### src/rtl/assert_macros.svh
// ----------------------------------------------------------------------------
// assert_macros.svh
// concurrent assertion helpers, empty bodies when SYNTH is defined
// ----------------------------------------------------------------------------
`ifndef ASSERT_MACROS_SVH
`define ASSERT_MACROS_SVH
`ifndef SYNTH
// same-cycle implication
`define STT_ASSERT_IMPLY(label, clk, rst, ante, cons, msg) \
   label: assert property (@(posedge clk) disable iff (rst) (ante) |-> (cons)) \
      else $error(msg);
// next-cycle implication
`define STT_ASSERT_NEXT(label, clk, rst, ante, cons, msg) \
   label: assert property (@(posedge clk) disable iff (rst) (ante) |=> (cons)) \
      else $error(msg);
`else
`define STT_ASSERT_IMPLY(label, clk, rst, ante, cons, msg)
`define STT_ASSERT_NEXT(label, clk, rst, ante, cons, msg)
`endif
`endif

### src/rtl/stt_pkg.sv
// ----------------------------------------------------------------------------
// stt_pkg
// shared types, constants and keyword table of the source text tokenizer
// ----------------------------------------------------------------------------
`timescale 1ns / 1ps
`default_nettype none

package stt_pkg;

   localparam int KEYWORD_MAX_LEN = 8;
   localparam int KEYWORD_COUNT   = 8;
   localparam int KW_IDX_W        = 4;
   localparam int MAX_RESULTS     = 3;
   localparam int QUEUE_DEPTH     = 8;
   localparam int FILL_W          = $clog2(QUEUE_DEPTH + 1);

   localparam logic [23:0] MAX24 = 24'hFF_FFFF;
   localparam logic [15:0] MAX16 = 16'hFFFF;
   localparam logic [30:0] MAX31 = 31'h7FFF_FFFF;

   localparam logic [7:0] CH_NUL    = 8'h00;
   localparam logic [7:0] CH_TAB    = 8'h09;
   localparam logic [7:0] CH_LF     = 8'h0A;
   localparam logic [7:0] CH_CR     = 8'h0D;
   localparam logic [7:0] CH_SPACE  = 8'h20;
   localparam logic [7:0] CH_UNDER  = "_";
   localparam logic [7:0] CH_SEMI   = ";";
   localparam logic [7:0] CH_LPAREN = "(";
   localparam logic [7:0] CH_RPAREN = ")";
   localparam logic [7:0] CH_PLUS   = "+";
   localparam logic [7:0] CH_STAR   = "*";
   localparam logic [7:0] CH_MINUS  = "-";
   localparam logic [7:0] CH_SLASH  = "/";
   localparam logic [7:0] CH_EQUAL  = "=";

   typedef enum logic [3:0] {
      TK_IDENT   = 4'd0,
      TK_KEYWORD = 4'd1,
      TK_NUMBER  = 4'd2,
      TK_SEMI    = 4'd3,
      TK_LPAREN  = 4'd4,
      TK_RPAREN  = 4'd5,
      TK_PLUS    = 4'd6,
      TK_STAR    = 4'd7,
      TK_MINUS   = 4'd8,
      TK_SLASH   = 4'd9,
      TK_EQUAL   = 4'd10,
      TK_END     = 4'd11,
      TK_BAD     = 4'd12
   } tok_kind_type;

   typedef enum logic [1:0] {
      SM_IDLE   = 2'd0,
      SM_IDENT  = 2'd1,
      SM_NUMBER = 2'd2,
      SM_DONE   = 2'd3
   } scan_mode_type;

   typedef struct packed {
      tok_kind_type kind;
      logic [30:0]  value;
      logic [15:0]  length;
      logic [23:0]  offset;
      logic [23:0]  line;
      logic [15:0]  col;
      logic         last;
   } token_type;

   // tokens produced by one item, packed from slot 0
   typedef struct packed {
      logic [1:0]                       count;
      token_type [MAX_RESULTS-1:0]      item;
   } push_type;

   typedef struct packed {
      logic              valid;
      logic              room;
      logic [FILL_W-1:0] fill;
   } q_status_type;

   // keyword lengths, zero for unused table slots
   function automatic int unsigned kw_len(input int unsigned idx);
      int unsigned n;
      case (idx)
         0, 1:    n = 2;
         2, 3, 4: n = 3;
         5:       n = 5;
         6:       n = 6;
         7:       n = 8;
         default: n = 0;
      endcase
      return n;
   endfunction

   // character pos of keyword idx
   function automatic logic [7:0] kw_byte(input int unsigned idx, input int unsigned pos);
      logic [127:0] w;
      int unsigned  n;
      w = '0;
      n = kw_len(idx);
      case (idx)
         0:       w = 128'("to");
         1:       w = 128'("if");
         2:       w = 128'("end");
         3:       w = 128'("for");
         4:       w = 128'("var");
         5:       w = 128'("begin");
         6:       w = 128'("return");
         7:       w = 128'("function");
         default: w = '0;
      endcase
      if (pos < n) begin
         return w[8*(n-1-pos) +: 8];
      end
      return 8'h00;
   endfunction

endpackage

`default_nettype wire

### src/rtl/stt_req_if.sv
// ----------------------------------------------------------------------------
// stt_req_if
// byte channel into the tokenizer
// ----------------------------------------------------------------------------
`timescale 1ns / 1ps
`default_nettype none

interface stt_req_if;
   logic       valid;
   logic       ready;
   logic [7:0] char_byte;
   logic       is_last;

   modport source (output valid, output char_byte, output is_last, input ready);
   modport sink   (input valid, input char_byte, input is_last, output ready);
endinterface

`default_nettype wire

### src/rtl/stt_rsp_if.sv
// ----------------------------------------------------------------------------
// stt_rsp_if
// token channel out of the tokenizer
// ----------------------------------------------------------------------------
`timescale 1ns / 1ps
`default_nettype none

interface stt_rsp_if;
   logic        valid;
   logic        ready;
   logic [3:0]  token_kind;
   logic [30:0] token_value;
   logic [15:0] token_length;
   logic [23:0] token_offset;
   logic [23:0] token_line;
   logic [15:0] token_col;
   logic        last_of_run;

   modport source (output valid, output token_kind, output token_value, output token_length,
                   output token_offset, output token_line, output token_col,
                   output last_of_run, input ready);
   modport sink   (input valid, input token_kind, input token_value, input token_length,
                   input token_offset, input token_line, input token_col,
                   input last_of_run, output ready);
endinterface

`default_nettype wire

### src/rtl/stt_keyword_match.sv
// ----------------------------------------------------------------------------
// stt_keyword_match
// parallel compare of an identifier prefix against the keyword table
// ----------------------------------------------------------------------------
`timescale 1ns / 1ps
`default_nettype none

module stt_keyword_match #(
   parameter int KEYWORD_MAX_LEN = stt_pkg::KEYWORD_MAX_LEN,
   parameter int KEYWORD_COUNT   = stt_pkg::KEYWORD_COUNT
) (
   input  logic [KEYWORD_MAX_LEN-1:0][7:0] prefix,
   input  logic [15:0]                     length,
   output logic                            hit,
   output logic [stt_pkg::KW_IDX_W-1:0]    index
);

   // lowest index wins
   always_comb begin
      logic ok;
      hit   = 1'b0;
      index = '0;
      for (int i = KEYWORD_COUNT - 1; i >= 0; i--) begin
         ok = (length == 16'(stt_pkg::kw_len(unsigned'(i))));
         for (int k = 0; k < KEYWORD_MAX_LEN; k++) begin
            if (unsigned'(k) < stt_pkg::kw_len(unsigned'(i)) &&
                prefix[k] != stt_pkg::kw_byte(unsigned'(i), unsigned'(k))) begin
               ok = 1'b0;
            end
         end
         if (ok) begin
            hit   = 1'b1;
            index = stt_pkg::KW_IDX_W'(i);
         end
      end
   end

endmodule

`default_nettype wire

### src/rtl/stt_scanner.sv
// ----------------------------------------------------------------------------
// stt_scanner
// scan state, position counters and token building for one byte per cycle while fire is high
// ----------------------------------------------------------------------------
`timescale 1ns / 1ps
`default_nettype none

module stt_scanner #(
   parameter int KEYWORD_MAX_LEN = stt_pkg::KEYWORD_MAX_LEN,
   parameter int KEYWORD_COUNT   = stt_pkg::KEYWORD_COUNT
) (
   input  logic                   clock,
   input  logic                   reset,
   input  logic                   fire,
   input  logic [7:0]             char_byte,
   input  logic                   is_last,
   output stt_pkg::push_type      push,
   output stt_pkg::scan_mode_type mode
);

   localparam int PFX_IDX_W = $clog2(KEYWORD_MAX_LEN);

   stt_pkg::scan_mode_type mode_ff, mode_in, p_mode;
   logic [23:0] offset_ff, offset_in, p_offset;
   logic [23:0] line_ff, line_in, p_line;
   logic [15:0] col_ff, col_in, p_col;
   logic [23:0] soff_ff, soff_in, p_soff;
   logic [23:0] sline_ff, sline_in, p_sline;
   logic [15:0] scol_ff, scol_in, p_scol;
   logic [15:0] len_ff, len_in, p_len;
   logic [30:0] acc_ff, acc_in, p_acc;
   logic [KEYWORD_MAX_LEN-1:0][7:0] prefix_ff, prefix_in, p_prefix;

   logic is_alpha, is_digit, is_space, is_nul, extend;
   stt_pkg::tok_kind_type op_kind;
   logic [23:0] adv_offset, adv_line, bad_line;
   logic [15:0] adv_col, len_sat;
   logic [34:0] acc_x10;
   logic [30:0] acc_next;
   logic [PFX_IDX_W-1:0] pfx_idx;

   logic have_a, have_b, want_tail, restart;
   stt_pkg::token_type tok_b;
   stt_pkg::token_type cand [4];
   logic [3:0] have;
   logic [1:0] n;

   logic cur_hit, nxt_hit;
   logic [stt_pkg::KW_IDX_W-1:0] cur_idx, nxt_idx;

   assign mode = mode_ff;

   // byte classes
   assign is_alpha = (char_byte >= "A" && char_byte <= "Z") ||
                     (char_byte >= "a" && char_byte <= "z");
   assign is_digit = char_byte >= "0" && char_byte <= "9";
   assign is_space = char_byte inside {stt_pkg::CH_SPACE, stt_pkg::CH_TAB,
                                       stt_pkg::CH_CR, stt_pkg::CH_LF};
   assign is_nul   = char_byte == stt_pkg::CH_NUL;
   assign extend   = (mode_ff == stt_pkg::SM_IDENT &&
                      (is_alpha || is_digit || char_byte == stt_pkg::CH_UNDER)) ||
                     (mode_ff == stt_pkg::SM_NUMBER && is_digit);

   always_comb begin
      case (char_byte)
         stt_pkg::CH_SEMI:   op_kind = stt_pkg::TK_SEMI;
         stt_pkg::CH_LPAREN: op_kind = stt_pkg::TK_LPAREN;
         stt_pkg::CH_RPAREN: op_kind = stt_pkg::TK_RPAREN;
         stt_pkg::CH_PLUS:   op_kind = stt_pkg::TK_PLUS;
         stt_pkg::CH_STAR:   op_kind = stt_pkg::TK_STAR;
         stt_pkg::CH_MINUS:  op_kind = stt_pkg::TK_MINUS;
         stt_pkg::CH_SLASH:  op_kind = stt_pkg::TK_SLASH;
         stt_pkg::CH_EQUAL:  op_kind = stt_pkg::TK_EQUAL;
         default:            op_kind = stt_pkg::TK_IDENT;
      endcase
   end

   // saturating position update
   assign adv_offset = (offset_ff == stt_pkg::MAX24) ? offset_ff : offset_ff + 24'd1;
   assign bad_line   = (line_ff == stt_pkg::MAX24) ? line_ff : line_ff + 24'd1;
   assign adv_line   = (char_byte == stt_pkg::CH_LF) ? bad_line : line_ff;
   assign adv_col    = (char_byte == stt_pkg::CH_LF) ? 16'd0 :
                       (col_ff == stt_pkg::MAX16) ? col_ff : col_ff + 16'd1;
   assign len_sat    = (len_ff == stt_pkg::MAX16) ? len_ff : len_ff + 16'd1;
   assign pfx_idx    = len_ff[PFX_IDX_W-1:0];

   // acc * 10 + digit, clamped
   assign acc_x10  = ({4'b0, acc_ff} << 3) + ({4'b0, acc_ff} << 1) + {31'b0, char_byte[3:0]};
   assign acc_next = (acc_x10 > {4'b0, stt_pkg::MAX31}) ? stt_pkg::MAX31 : acc_x10[30:0];

   // next state and the first two token candidates
   always_comb begin
      p_mode    = mode_ff;
      p_offset  = offset_ff;
      p_line    = line_ff;
      p_col     = col_ff;
      p_soff    = soff_ff;
      p_sline   = sline_ff;
      p_scol    = scol_ff;
      p_len     = len_ff;
      p_acc     = acc_ff;
      p_prefix  = prefix_ff;
      have_a    = 1'b0;
      have_b    = 1'b0;
      want_tail = 1'b0;
      restart   = 1'b0;
      tok_b     = '0;
      if (fire) begin
         if (mode_ff == stt_pkg::SM_DONE) begin
            restart = is_last;
         end else if (extend) begin
            p_len = len_sat;
            if (len_ff < 16'(KEYWORD_MAX_LEN)) begin
               p_prefix[pfx_idx] = char_byte;
            end
            if (mode_ff == stt_pkg::SM_NUMBER) begin
               p_acc = acc_next;
            end
            p_offset  = adv_offset;
            p_line    = adv_line;
            p_col     = adv_col;
            want_tail = is_last;
            restart   = is_last;
         end else begin
            have_a = (mode_ff == stt_pkg::SM_IDENT) || (mode_ff == stt_pkg::SM_NUMBER);
            p_mode = stt_pkg::SM_IDLE;
            if (is_nul) begin
               have_b     = 1'b1;
               tok_b.kind = stt_pkg::TK_END;
               restart    = is_last;
               if (!is_last) begin
                  p_mode = stt_pkg::SM_DONE;
               end
            end else begin
               p_offset = adv_offset;
               p_line   = adv_line;
               p_col    = adv_col;
               if (op_kind != stt_pkg::TK_IDENT) begin
                  have_b       = 1'b1;
                  tok_b.kind   = op_kind;
                  tok_b.length = 16'd1;
                  tok_b.offset = offset_ff;
                  tok_b.line   = line_ff;
                  tok_b.col    = col_ff;
               end else if (is_alpha || is_digit) begin
                  p_mode  = is_alpha ? stt_pkg::SM_IDENT : stt_pkg::SM_NUMBER;
                  p_soff  = offset_ff;
                  p_sline = line_ff;
                  p_scol  = col_ff;
                  p_len   = 16'd1;
                  p_acc   = {27'b0, char_byte[3:0]};
                  p_prefix[0] = char_byte;
               end else if (!is_space) begin
                  have_b       = 1'b1;
                  tok_b.kind   = stt_pkg::TK_BAD;
                  tok_b.value  = {23'b0, char_byte};
                  tok_b.length = 16'd1;
                  tok_b.offset = offset_ff;
                  tok_b.line   = bad_line;
                  tok_b.col    = col_ff;
               end
               want_tail = is_last;
               restart   = is_last;
            end
         end
      end
      mode_in   = restart ? stt_pkg::SM_IDLE : p_mode;
      offset_in = restart ? 24'd0 : p_offset;
      line_in   = restart ? 24'd0 : p_line;
      col_in    = restart ? 16'd0 : p_col;
      soff_in   = restart ? 24'd0 : p_soff;
      sline_in  = restart ? 24'd0 : p_sline;
      scol_in   = restart ? 16'd0 : p_scol;
      len_in    = restart ? 16'd0 : p_len;
      acc_in    = restart ? 31'd0 : p_acc;
      prefix_in = p_prefix;
   end

   stt_keyword_match #(
      .KEYWORD_MAX_LEN (KEYWORD_MAX_LEN),
      .KEYWORD_COUNT   (KEYWORD_COUNT)
   ) u_match_cur (
      .prefix (prefix_ff),
      .length (len_ff),
      .hit    (cur_hit),
      .index  (cur_idx)
   );

   stt_keyword_match #(
      .KEYWORD_MAX_LEN (KEYWORD_MAX_LEN),
      .KEYWORD_COUNT   (KEYWORD_COUNT)
   ) u_match_nxt (
      .prefix (p_prefix),
      .length (p_len),
      .hit    (nxt_hit),
      .index  (nxt_idx)
   );

   // token candidates in emission order, then packed into slots
   always_comb begin
      cand[0] = '0;
      cand[0].kind   = (mode_ff == stt_pkg::SM_NUMBER) ? stt_pkg::TK_NUMBER :
                       cur_hit ? stt_pkg::TK_KEYWORD : stt_pkg::TK_IDENT;
      cand[0].value  = (mode_ff == stt_pkg::SM_NUMBER) ? acc_ff :
                       cur_hit ? 31'(cur_idx) : 31'd0;
      cand[0].length = len_ff;
      cand[0].offset = soff_ff;
      cand[0].line   = sline_ff;
      cand[0].col    = scol_ff;
      cand[1] = tok_b;
      cand[2] = '0;
      cand[2].kind   = (p_mode == stt_pkg::SM_NUMBER) ? stt_pkg::TK_NUMBER :
                       nxt_hit ? stt_pkg::TK_KEYWORD : stt_pkg::TK_IDENT;
      cand[2].value  = (p_mode == stt_pkg::SM_NUMBER) ? p_acc :
                       nxt_hit ? 31'(nxt_idx) : 31'd0;
      cand[2].length = p_len;
      cand[2].offset = p_soff;
      cand[2].line   = p_sline;
      cand[2].col    = p_scol;
      cand[3] = '0;
      cand[3].kind   = stt_pkg::TK_END;
      have = {want_tail,
              want_tail && (p_mode == stt_pkg::SM_IDENT || p_mode == stt_pkg::SM_NUMBER),
              have_b, have_a};
      push = '0;
      n    = 2'd0;
      for (int j = 0; j < 4; j++) begin
         if (have[j]) begin
            push.item[n] = cand[j];
            n = n + 2'd1;
         end
      end
      if (n != 2'd0) begin
         push.item[n - 2'd1].last = 1'b1;
      end
      push.count = n;
   end

   always_ff @(posedge clock) begin
      if (reset) begin
         mode_ff   <= stt_pkg::SM_IDLE;
         offset_ff <= '0;
         line_ff   <= '0;
         col_ff    <= '0;
         soff_ff   <= '0;
         sline_ff  <= '0;
         scol_ff   <= '0;
         len_ff    <= '0;
         acc_ff    <= '0;
      end else begin
         mode_ff   <= mode_in;
         offset_ff <= offset_in;
         line_ff   <= line_in;
         col_ff    <= col_in;
         soff_ff   <= soff_in;
         sline_ff  <= sline_in;
         scol_ff   <= scol_in;
         len_ff    <= len_in;
         acc_ff    <= acc_in;
      end
   end

   // identifier head bytes, only read where written
   always_ff @(posedge clock) begin
      prefix_ff <= prefix_in;
   end

endmodule

`default_nettype wire

### src/rtl/stt_result_queue.sv
// ----------------------------------------------------------------------------
// stt_result_queue
// token queue, up to three writes and one read per cycle
// ----------------------------------------------------------------------------
`timescale 1ns / 1ps
`default_nettype none

module stt_result_queue (
   input  logic                  clock,
   input  logic                  reset,
   input  stt_pkg::push_type     push,
   input  logic                  pop,
   output stt_pkg::token_type    head,
   output stt_pkg::q_status_type status
);

   localparam int PTR_W = $clog2(stt_pkg::QUEUE_DEPTH);
   localparam int CNT_W = stt_pkg::FILL_W;

   stt_pkg::token_type mem [stt_pkg::QUEUE_DEPTH];

   logic [PTR_W-1:0] wr_ptr_ff, wr_ptr_in;
   logic [PTR_W-1:0] rd_ptr_ff, rd_ptr_in;
   logic [CNT_W-1:0] fill_ff, fill_in;
   logic             pop_ok;

   assign pop_ok    = pop && (fill_ff != '0);
   assign wr_ptr_in = wr_ptr_ff + PTR_W'(push.count);
   assign rd_ptr_in = rd_ptr_ff + PTR_W'(pop_ok);
   assign fill_in   = fill_ff + CNT_W'(push.count) - CNT_W'(pop_ok);

   assign head         = mem[rd_ptr_ff];
   assign status.valid = fill_ff != '0;
   assign status.room  = fill_ff <= CNT_W'(stt_pkg::QUEUE_DEPTH - stt_pkg::MAX_RESULTS);
   assign status.fill  = fill_ff;

   always_ff @(posedge clock) begin
      for (int j = 0; j < stt_pkg::MAX_RESULTS; j++) begin
         if (2'(j) < push.count) begin
            mem[wr_ptr_ff + PTR_W'(j)] <= push.item[j];
         end
      end
   end

   always_ff @(posedge clock) begin
      if (reset) begin
         wr_ptr_ff <= '0;
         rd_ptr_ff <= '0;
         fill_ff   <= '0;
      end else begin
         wr_ptr_ff <= wr_ptr_in;
         rd_ptr_ff <= rd_ptr_in;
         fill_ff   <= fill_in;
      end
   end

endmodule

`default_nettype wire

### src/rtl/source_text_tokenizer.sv
// ----------------------------------------------------------------------------
// source_text_tokenizer
// byte-stream lexer: identifiers, keywords, numbers, operators, end token
// ----------------------------------------------------------------------------
// usage
//   req_chan carries one source byte per item plus an is_last flag; rsp_chan
//   carries one token per item with kind, value, length, start position and
//   a last_of_run flag on the final token caused by a byte.
//   a byte is scanned in the cycle it is accepted and its tokens (zero to
//   three) are written into an 8-entry result queue at that same edge, so the
//   queue is the only register between an accepted byte and rsp_chan.
//   req_chan takes one byte per cycle as long as the queue has three free
//   entries; rsp_chan drains one token per cycle, so the sustained byte rate
//   is one per cycle when bytes average at most one token each, and is
//   otherwise set by the single read port of the result queue.
//   when the receiver stalls, tokens collect in the queue and req_chan.ready
//   drops once fewer than three entries are free; nothing is lost.
//   reset clears the scan mode, position counters and queue; the identifier
//   prefix store is not cleared, it is only read where written.
//   after a NUL byte, bytes are swallowed until one flagged is_last.
// ----------------------------------------------------------------------------
`timescale 1ns / 1ps
`default_nettype none
`include "assert_macros.svh"

module source_text_tokenizer #(
   parameter int KEYWORD_MAX_LEN = stt_pkg::KEYWORD_MAX_LEN,
   parameter int KEYWORD_COUNT   = stt_pkg::KEYWORD_COUNT
) (
   input  logic      clock,
   input  logic      reset,
   stt_req_if.sink   req_chan,
   stt_rsp_if.source rsp_chan
);

   // byte and token handshakes
   logic req_fire;
   logic rsp_fire;

   // scanner to queue
   stt_pkg::push_type      push;
   stt_pkg::scan_mode_type scan_mode;

   // queue head and status
   stt_pkg::token_type    head;
   stt_pkg::q_status_type q_stat;

   // accept only with room for the worst-case three tokens
   assign req_chan.ready = q_stat.room;
   assign req_fire       = req_chan.valid && req_chan.ready;
   assign rsp_fire       = rsp_chan.valid && rsp_chan.ready;

   // scan state, counters and token assembly
   stt_scanner #(
      .KEYWORD_MAX_LEN (KEYWORD_MAX_LEN),
      .KEYWORD_COUNT   (KEYWORD_COUNT)
   ) u_scanner (
      .clock     (clock),
      .reset     (reset),
      .fire      (req_fire),
      .char_byte (req_chan.char_byte),
      .is_last   (req_chan.is_last),
      .push      (push),
      .mode      (scan_mode)
   );

   // token queue, also the output register stage
   stt_result_queue u_queue (
      .clock  (clock),
      .reset  (reset),
      .push   (push),
      .pop    (rsp_fire),
      .head   (head),
      .status (q_stat)
   );

   // token fields to the output channel
   assign rsp_chan.valid        = q_stat.valid;
   assign rsp_chan.token_kind   = head.kind;
   assign rsp_chan.token_value  = head.value;
   assign rsp_chan.token_length = head.length;
   assign rsp_chan.token_offset = head.offset;
   assign rsp_chan.token_line   = head.line;
   assign rsp_chan.token_col    = head.col;
   assign rsp_chan.last_of_run  = head.last;

   // a text end always yields at least the end token on the next cycle
   `STT_ASSERT_NEXT(a_end_emits, clock, reset,
      req_fire && scan_mode != stt_pkg::SM_DONE &&
         (req_chan.is_last || req_chan.char_byte == stt_pkg::CH_NUL),
      rsp_chan.valid, "end of text produced no token")

   // the end token closes its run
   `STT_ASSERT_IMPLY(a_end_is_last, clock, reset,
      rsp_chan.valid && rsp_chan.token_kind == stt_pkg::TK_END,
      rsp_chan.last_of_run, "end token not flagged last of run")

   // the rest of a run is queued with its first token
   `STT_ASSERT_IMPLY(a_run_queued, clock, reset,
      rsp_chan.valid && !rsp_chan.last_of_run,
      q_stat.fill >= stt_pkg::FILL_W'(2), "run split across queue writes")

endmodule

`default_nettype wire

### src/flat_wrapper.sv
// flat-port wrapper written by rule: the top's interface ports become plain ports
module source_text_tokenizer_flat 
#(
   parameter int KEYWORD_MAX_LEN = stt_pkg::KEYWORD_MAX_LEN,
   parameter int KEYWORD_COUNT   = stt_pkg::KEYWORD_COUNT
)
  (clock, reset, req_chan_valid, req_chan_char_byte, req_chan_is_last, req_chan_ready, rsp_chan_valid, rsp_chan_token_kind, rsp_chan_token_value, rsp_chan_token_length, rsp_chan_token_offset, rsp_chan_token_line, rsp_chan_token_col, rsp_chan_last_of_run, rsp_chan_ready);
  stt_req_if req_chan_i ();
  stt_rsp_if rsp_chan_i ();
  input  logic clock;
  input  logic reset;
  input wire logic [$bits(req_chan_i.valid)-1:0] req_chan_valid;
  input wire logic [$bits(req_chan_i.char_byte)-1:0] req_chan_char_byte;
  input wire logic [$bits(req_chan_i.is_last)-1:0] req_chan_is_last;
  output wire logic [$bits(req_chan_i.ready)-1:0] req_chan_ready;
  output wire logic [$bits(rsp_chan_i.valid)-1:0] rsp_chan_valid;
  output wire logic [$bits(rsp_chan_i.token_kind)-1:0] rsp_chan_token_kind;
  output wire logic [$bits(rsp_chan_i.token_value)-1:0] rsp_chan_token_value;
  output wire logic [$bits(rsp_chan_i.token_length)-1:0] rsp_chan_token_length;
  output wire logic [$bits(rsp_chan_i.token_offset)-1:0] rsp_chan_token_offset;
  output wire logic [$bits(rsp_chan_i.token_line)-1:0] rsp_chan_token_line;
  output wire logic [$bits(rsp_chan_i.token_col)-1:0] rsp_chan_token_col;
  output wire logic [$bits(rsp_chan_i.last_of_run)-1:0] rsp_chan_last_of_run;
  input wire logic [$bits(rsp_chan_i.ready)-1:0] rsp_chan_ready;
  assign req_chan_i.valid = req_chan_valid;
  assign req_chan_i.char_byte = req_chan_char_byte;
  assign req_chan_i.is_last = req_chan_is_last;
  assign req_chan_ready = req_chan_i.ready;
  assign rsp_chan_valid = rsp_chan_i.valid;
  assign rsp_chan_token_kind = rsp_chan_i.token_kind;
  assign rsp_chan_token_value = rsp_chan_i.token_value;
  assign rsp_chan_token_length = rsp_chan_i.token_length;
  assign rsp_chan_token_offset = rsp_chan_i.token_offset;
  assign rsp_chan_token_line = rsp_chan_i.token_line;
  assign rsp_chan_token_col = rsp_chan_i.token_col;
  assign rsp_chan_last_of_run = rsp_chan_i.last_of_run;
  assign rsp_chan_i.ready = rsp_chan_ready;
  source_text_tokenizer #(.KEYWORD_MAX_LEN(KEYWORD_MAX_LEN), .KEYWORD_COUNT(KEYWORD_COUNT)) u_core (.clock(clock), .reset(reset), .req_chan(req_chan_i), .rsp_chan(rsp_chan_i));
endmodule
### config.mk
export PLATFORM = sky130hd
export DESIGN_NAME = source_text_tokenizer_flat
export DESIGN_NICKNAME = d
export VERILOG_FILES = /design/src/rtl/stt_pkg.sv /design/src/rtl/stt_req_if.sv /design/src/rtl/stt_rsp_if.sv /design/src/rtl/stt_keyword_match.sv /design/src/rtl/stt_scanner.sv /design/src/rtl/stt_result_queue.sv /design/src/rtl/source_text_tokenizer.sv /design/src/flat_wrapper.sv
export VERILOG_INCLUDE_DIRS = /design/src /design/src/rtl
export SDC_FILE = /design/constraint.sdc
export NUM_CORES = 2
export LEC_CHECK = 0
export BUFFER_PORTS_ARGS = -buffer_cell sky130_fd_sc_hd__buf_4
export CAP_MARGIN = 0
export CORE_UTILIZATION = 40
export CTS_BUF_LIST = sky130_fd_sc_hd__clkbuf_8
export CTS_CLUSTER_SIZE = 28
export DETAILED_ROUTE_END_ITERATION = 6
export HOLD_SLACK_MARGIN = 0.06
export MAX_ROUTING_LAYER = met4
export RECOVER_POWER = 25
export SLEW_MARGIN = 20
export SYNTH_ARGS = -nofsm -noshare
export SYNTH_HDL_FRONTEND = slang
export SYNTH_SLANG_ARGS = --single-unit
### constraint.sdc
create_clock -name clock -period 30.1 [get_ports clock]
set_clock_uncertainty 0.1 [all_clocks]
set_input_delay 4.515 -clock clock [delete_from_list [all_inputs] [get_ports clock]]
set_output_delay 4.515 -clock clock [all_outputs]
set_load 0.005 [all_outputs]
==> metrics <==
routed wire length=around 250000 um; core area=approximately 0.16 mm2; Clock Pin Slew Worst Setup and Hold Paths=60 ps; syn_area_per_cell=about 11 um2; die area=0.165 mm2; sequential share of power=0.401; clock buffer count from CTS=205; combinational share of power=0.336; starting density of the core=0.404; drt first pass iters=7; pwr dens=between 70 and 80 mW/mm2; Mapped Nets=slightly above 6000; post-detail-place hpwl=approximately 150000 um; PortBufs=130; sw frac=0.352; global-route usage over all layers=0.310; worst hold path class=reg -> reg; Avg WL per Cell=between 30 and 40 um; CP dominant cell by count=clkbuf_1; Nets=6059; YS warnings=0; Clock Tree Root=clkbuf_8; crit-path max FO=99; drt drc=1; Critical Path Source Type=primary input; placed cells=roughly 8000; mapped cell area=~0.065 mm2; Async SR Flop Fraction=0; Top FF cell, synth=edfxtp_1; final instance count without filler cells=just over 8000; CTS tree=built; pin count of the biggest net entering global routing=approximately 110; Slew Limit Fails=between 1000 and 1500; worst-margin pin slew=about 9400 ps; fill count=around 15000; fraction of power consumed by the clock network=0.263; via/cell ratio=between 6 and 7; Die H=roughly 400 um; number of setup buffers added after CTS=0; initial antenna violation count=5; type of the worst setup path=in -> reg; post-route clock period utilization=0.695; layout cells sized above 1=0.142; placer congestion estimate=about 0.95; sequential area share after synthesis=0.505; Synth Register Bits=around 1200; Vias=roughly 57000; IR drop worst, VDD=approximately 120 uV; DIE WIDTH=between 400 and 500 um; final setup fails=0; leakage power=approximately 24 nW; number of DRC markers in iteration 0=about 7800; Slew HR=-5.28; Int Pwr=about 3.6 mW; Final ANT Viol Nets=0; run status=finished with violations; Post-CTS Resized=0; vias in the first global route=about 55000; # hold bufs at CTS=0; Synth Instances=~6000; first-pass GRT wire length=roughly 370000 um; crit path DAT=approximately 21000 ps; setup tns final=0 ps; CTS H-tree lvls=4; failing checks=design-rule violations, max-capacitance violations, max-slew violations; Std-Cell Rows=approximately 150; P&R area growth vs syn=10.5%; Max Root-Sink Buffers=3; insertion delay to the later sink of the worst-skew pair=1000 ps; RSZ-0062 raised after global routing=no; fmax=around 0.048 GHz; CP Capture Type=flop; Boundary Pins=131; Min Hold Slack=~340 ps; Max Cap Viol=34; CP Data Required Time=between 30000 and 40000 ps; fin crit period=20920 ps; Psw=between 1.5 and 2 mW; GRT overflow=0; Critical-path top delay cell=o21ai_0; CP Cell Sequence=clkbuf_1 -> nand2_1 -> nor3_1 -> o22a_1 -> clkbuf_1 -> nand2_1 -> nor2_2 -> clkbuf_1 -> inv_1 -> ha_1 -> xnor2_1 -> inv_1 -> ha_1 -> a21oi_1 -> nand2_1 -> or3_1 -> clkbuf_1 -> o21ai_0 -> buf_12; final hold vios=0; CP max stage delay=3640 ps; Post-synth EDFFs=~930; Cell variety after synth=about 110; Sink Count=roughly 1200
[flip-flops by register name (all words and copies together), names as in the netlist]
name / count
u_core.u_queue.mem: 928
u_core.u_scanner.prefix_ff: 64
u_core.u_scanner.acc_ff: 31
u_core.u_scanner.line_ff: 24
u_core.u_scanner.offset_ff: 24
u_core.u_scanner.sline_ff: 24
u_core.u_scanner.soff_ff: 24
u_core.u_scanner.col_ff: 16
u_core.u_scanner.len_ff: 16
u_core.u_scanner.scol_ff: 16
u_core.u_queue.fill_ff: 4
u_core.u_queue.rd_ptr_ff: 3
u_core.u_queue.wr_ptr_ff: 3
u_core.u_scanner.mode: 2
[metrics by stage]
step / util / power (mW) / setup WS, ps / instance area, um2
after global routing: 0.447 / 5.73 / 9390 / 72000
final: 0.447 / 5.56 / 9180 / 72000
after CTS: 0.449 / 5.52 / 18790 / 72400
after floorplan: - / 3.35 / 12690 / 65200
after global placement: 0.424 / 4.05 / 17880 / 68300
after detailed placement: 0.424 / 4.07 / 17840 / 68300
[worst max-delay path: cells and delay by family]
kind,cells,cell delay [ps]
simple gates,6,2880
compound gates,3,4010
fa+ha+maj,2,800
xor+xnor,1,240
buf+inv,7,8820
[synth_stat cells, drive strengths merged (14+ instances only)]
cell / n / area share
nor4: 24 / 0.0027
buf: 102 / 0.0064
nor2b: 32 / 0.0031
o211ai: 29 / 0.0035
nand2: 853 / 0.049
nand3: 89 / 0.0068
ha: 89 / 0.017
and3: 30 / 0.0029
o21a: 19 / 0.0022
a22o: 42 / 0.0056
xnor2: 30 / 0.0040
or3: 40 / 0.0038
o22ai: 423 / 0.041
mux4: 232 / 0.080
nand4: 45 / 0.0043
dfxtp: 251 / 0.077
clkbuf: 450 / 0.026
nor2: 474 / 0.027
mux2i: 79 / 0.012
nor3: 66 / 0.0052
a31oi: 20 / 0.0021
xor2: 49 / 0.0066
a21oi: 404 / 0.031
edfxtp: 928 / 0.43
a2bb2oi: 14 / 0.0019
o31ai: 14 / 0.0017
and2: 45 / 0.0043
o21ai: 181 / 0.014
o221ai: 385 / 0.052
nand2b: 29 / 0.0028
mux2: 145 / 0.025
a221oi: 100 / 0.014
inv: 49 / 0.0028
a22oi: 57 / 0.0066
a21o: 40 / 0.0046
[power groups by stage]
stage	Clock (mW)	Sequential [mW]	Combinational [mW]
3_3_place_gp	0	2.25	1.81
2_1_floorplan	0	2.32	1.04
5_1_grt	1.54	2.25	1.95
3_5_place_dp	0	2.26	1.82
4_1_cts	1.47	2.22	1.83
6_report	1.47	2.23	1.87
[per-layer routing]
metal  global-route usage  up-vias  part of all wire
li1                     -    23592                 -
met1                0.402    27808              0.38
met2                0.460     4382              0.45
met3               0.0734      861              0.13
met4                0.140        0             0.049
met5                    -        -                 0
[layout by cell type (no fill, tap or decap), types with 148 or more instances in the layout]
cell type,netlist,routed
clkbuf_8,0,233
nand2_1,852,839
nor2_1,473,461
mux4_2,232,232
dfxtp_1,251,249
buf_4,3,211
edfxtp_1,928,928
o21ai_0,152,148
a21oi_1,403,403
o22ai_1,422,420
o221ai_1,384,385
[worst paths after layout]
check / start / to / slack (ps) / depth (start not counted)
setup / recovery: req_chan_char_byte[3] / u_core.u_queue.mem[0][29]$_DFFE_PP_ / 9180 / 19
hold / removal: u_core.u_scanner.prefix_ff[37]$_DFF_P_ / u_core.u_scanner.prefix_ff[37]$_DFF_P_ / 340 / 2
setup reg to reg: u_core.u_scanner.mode[0]$_SDFF_PP0_ / u_core.u_queue.mem[0][29]$_DFFE_PP_ / 13880 / 19
hold reg to reg: u_core.u_scanner.prefix_ff[37]$_DFF_P_ / u_core.u_scanner.prefix_ff[37]$_DFF_P_ / 340 / 2
[cell families (layout without fill, tap and decap cells)]
logic type,count (synthesis),in the layout,share of synthesized area
mux,456,456,0.117
fa+ha+maj,93,93,0.0183
flops,1179,1179,0.505
simple gates,1800,1800,0.122
other cells,0,6,0
compound gates,1814,1814,0.192
buf+inv,603,713,0.0353
xor+xnor,79,79,0.0106
[layout make-up]
| class | count | area, um2 | share of cell area |
|---|---|---|---|
| sequential | 1179 | 32900 | 0.457 |
| multi-input combinational | 4242 | 30300 | 0.420 |
| clock buffer | 233 | 3210 | 0.0445 |
| tap | 2160 | 2700 | 0.0375 |
| timing repair buffer | 274 | 1910 | 0.0265 |
| clock inverter | 155 | 812 | 0.0113 |
| inverter | 51 | 191 | 0.00266 |
| antenna | 6 | 15.0 | 0.000209 |
(Power assumes the default switching activity.)
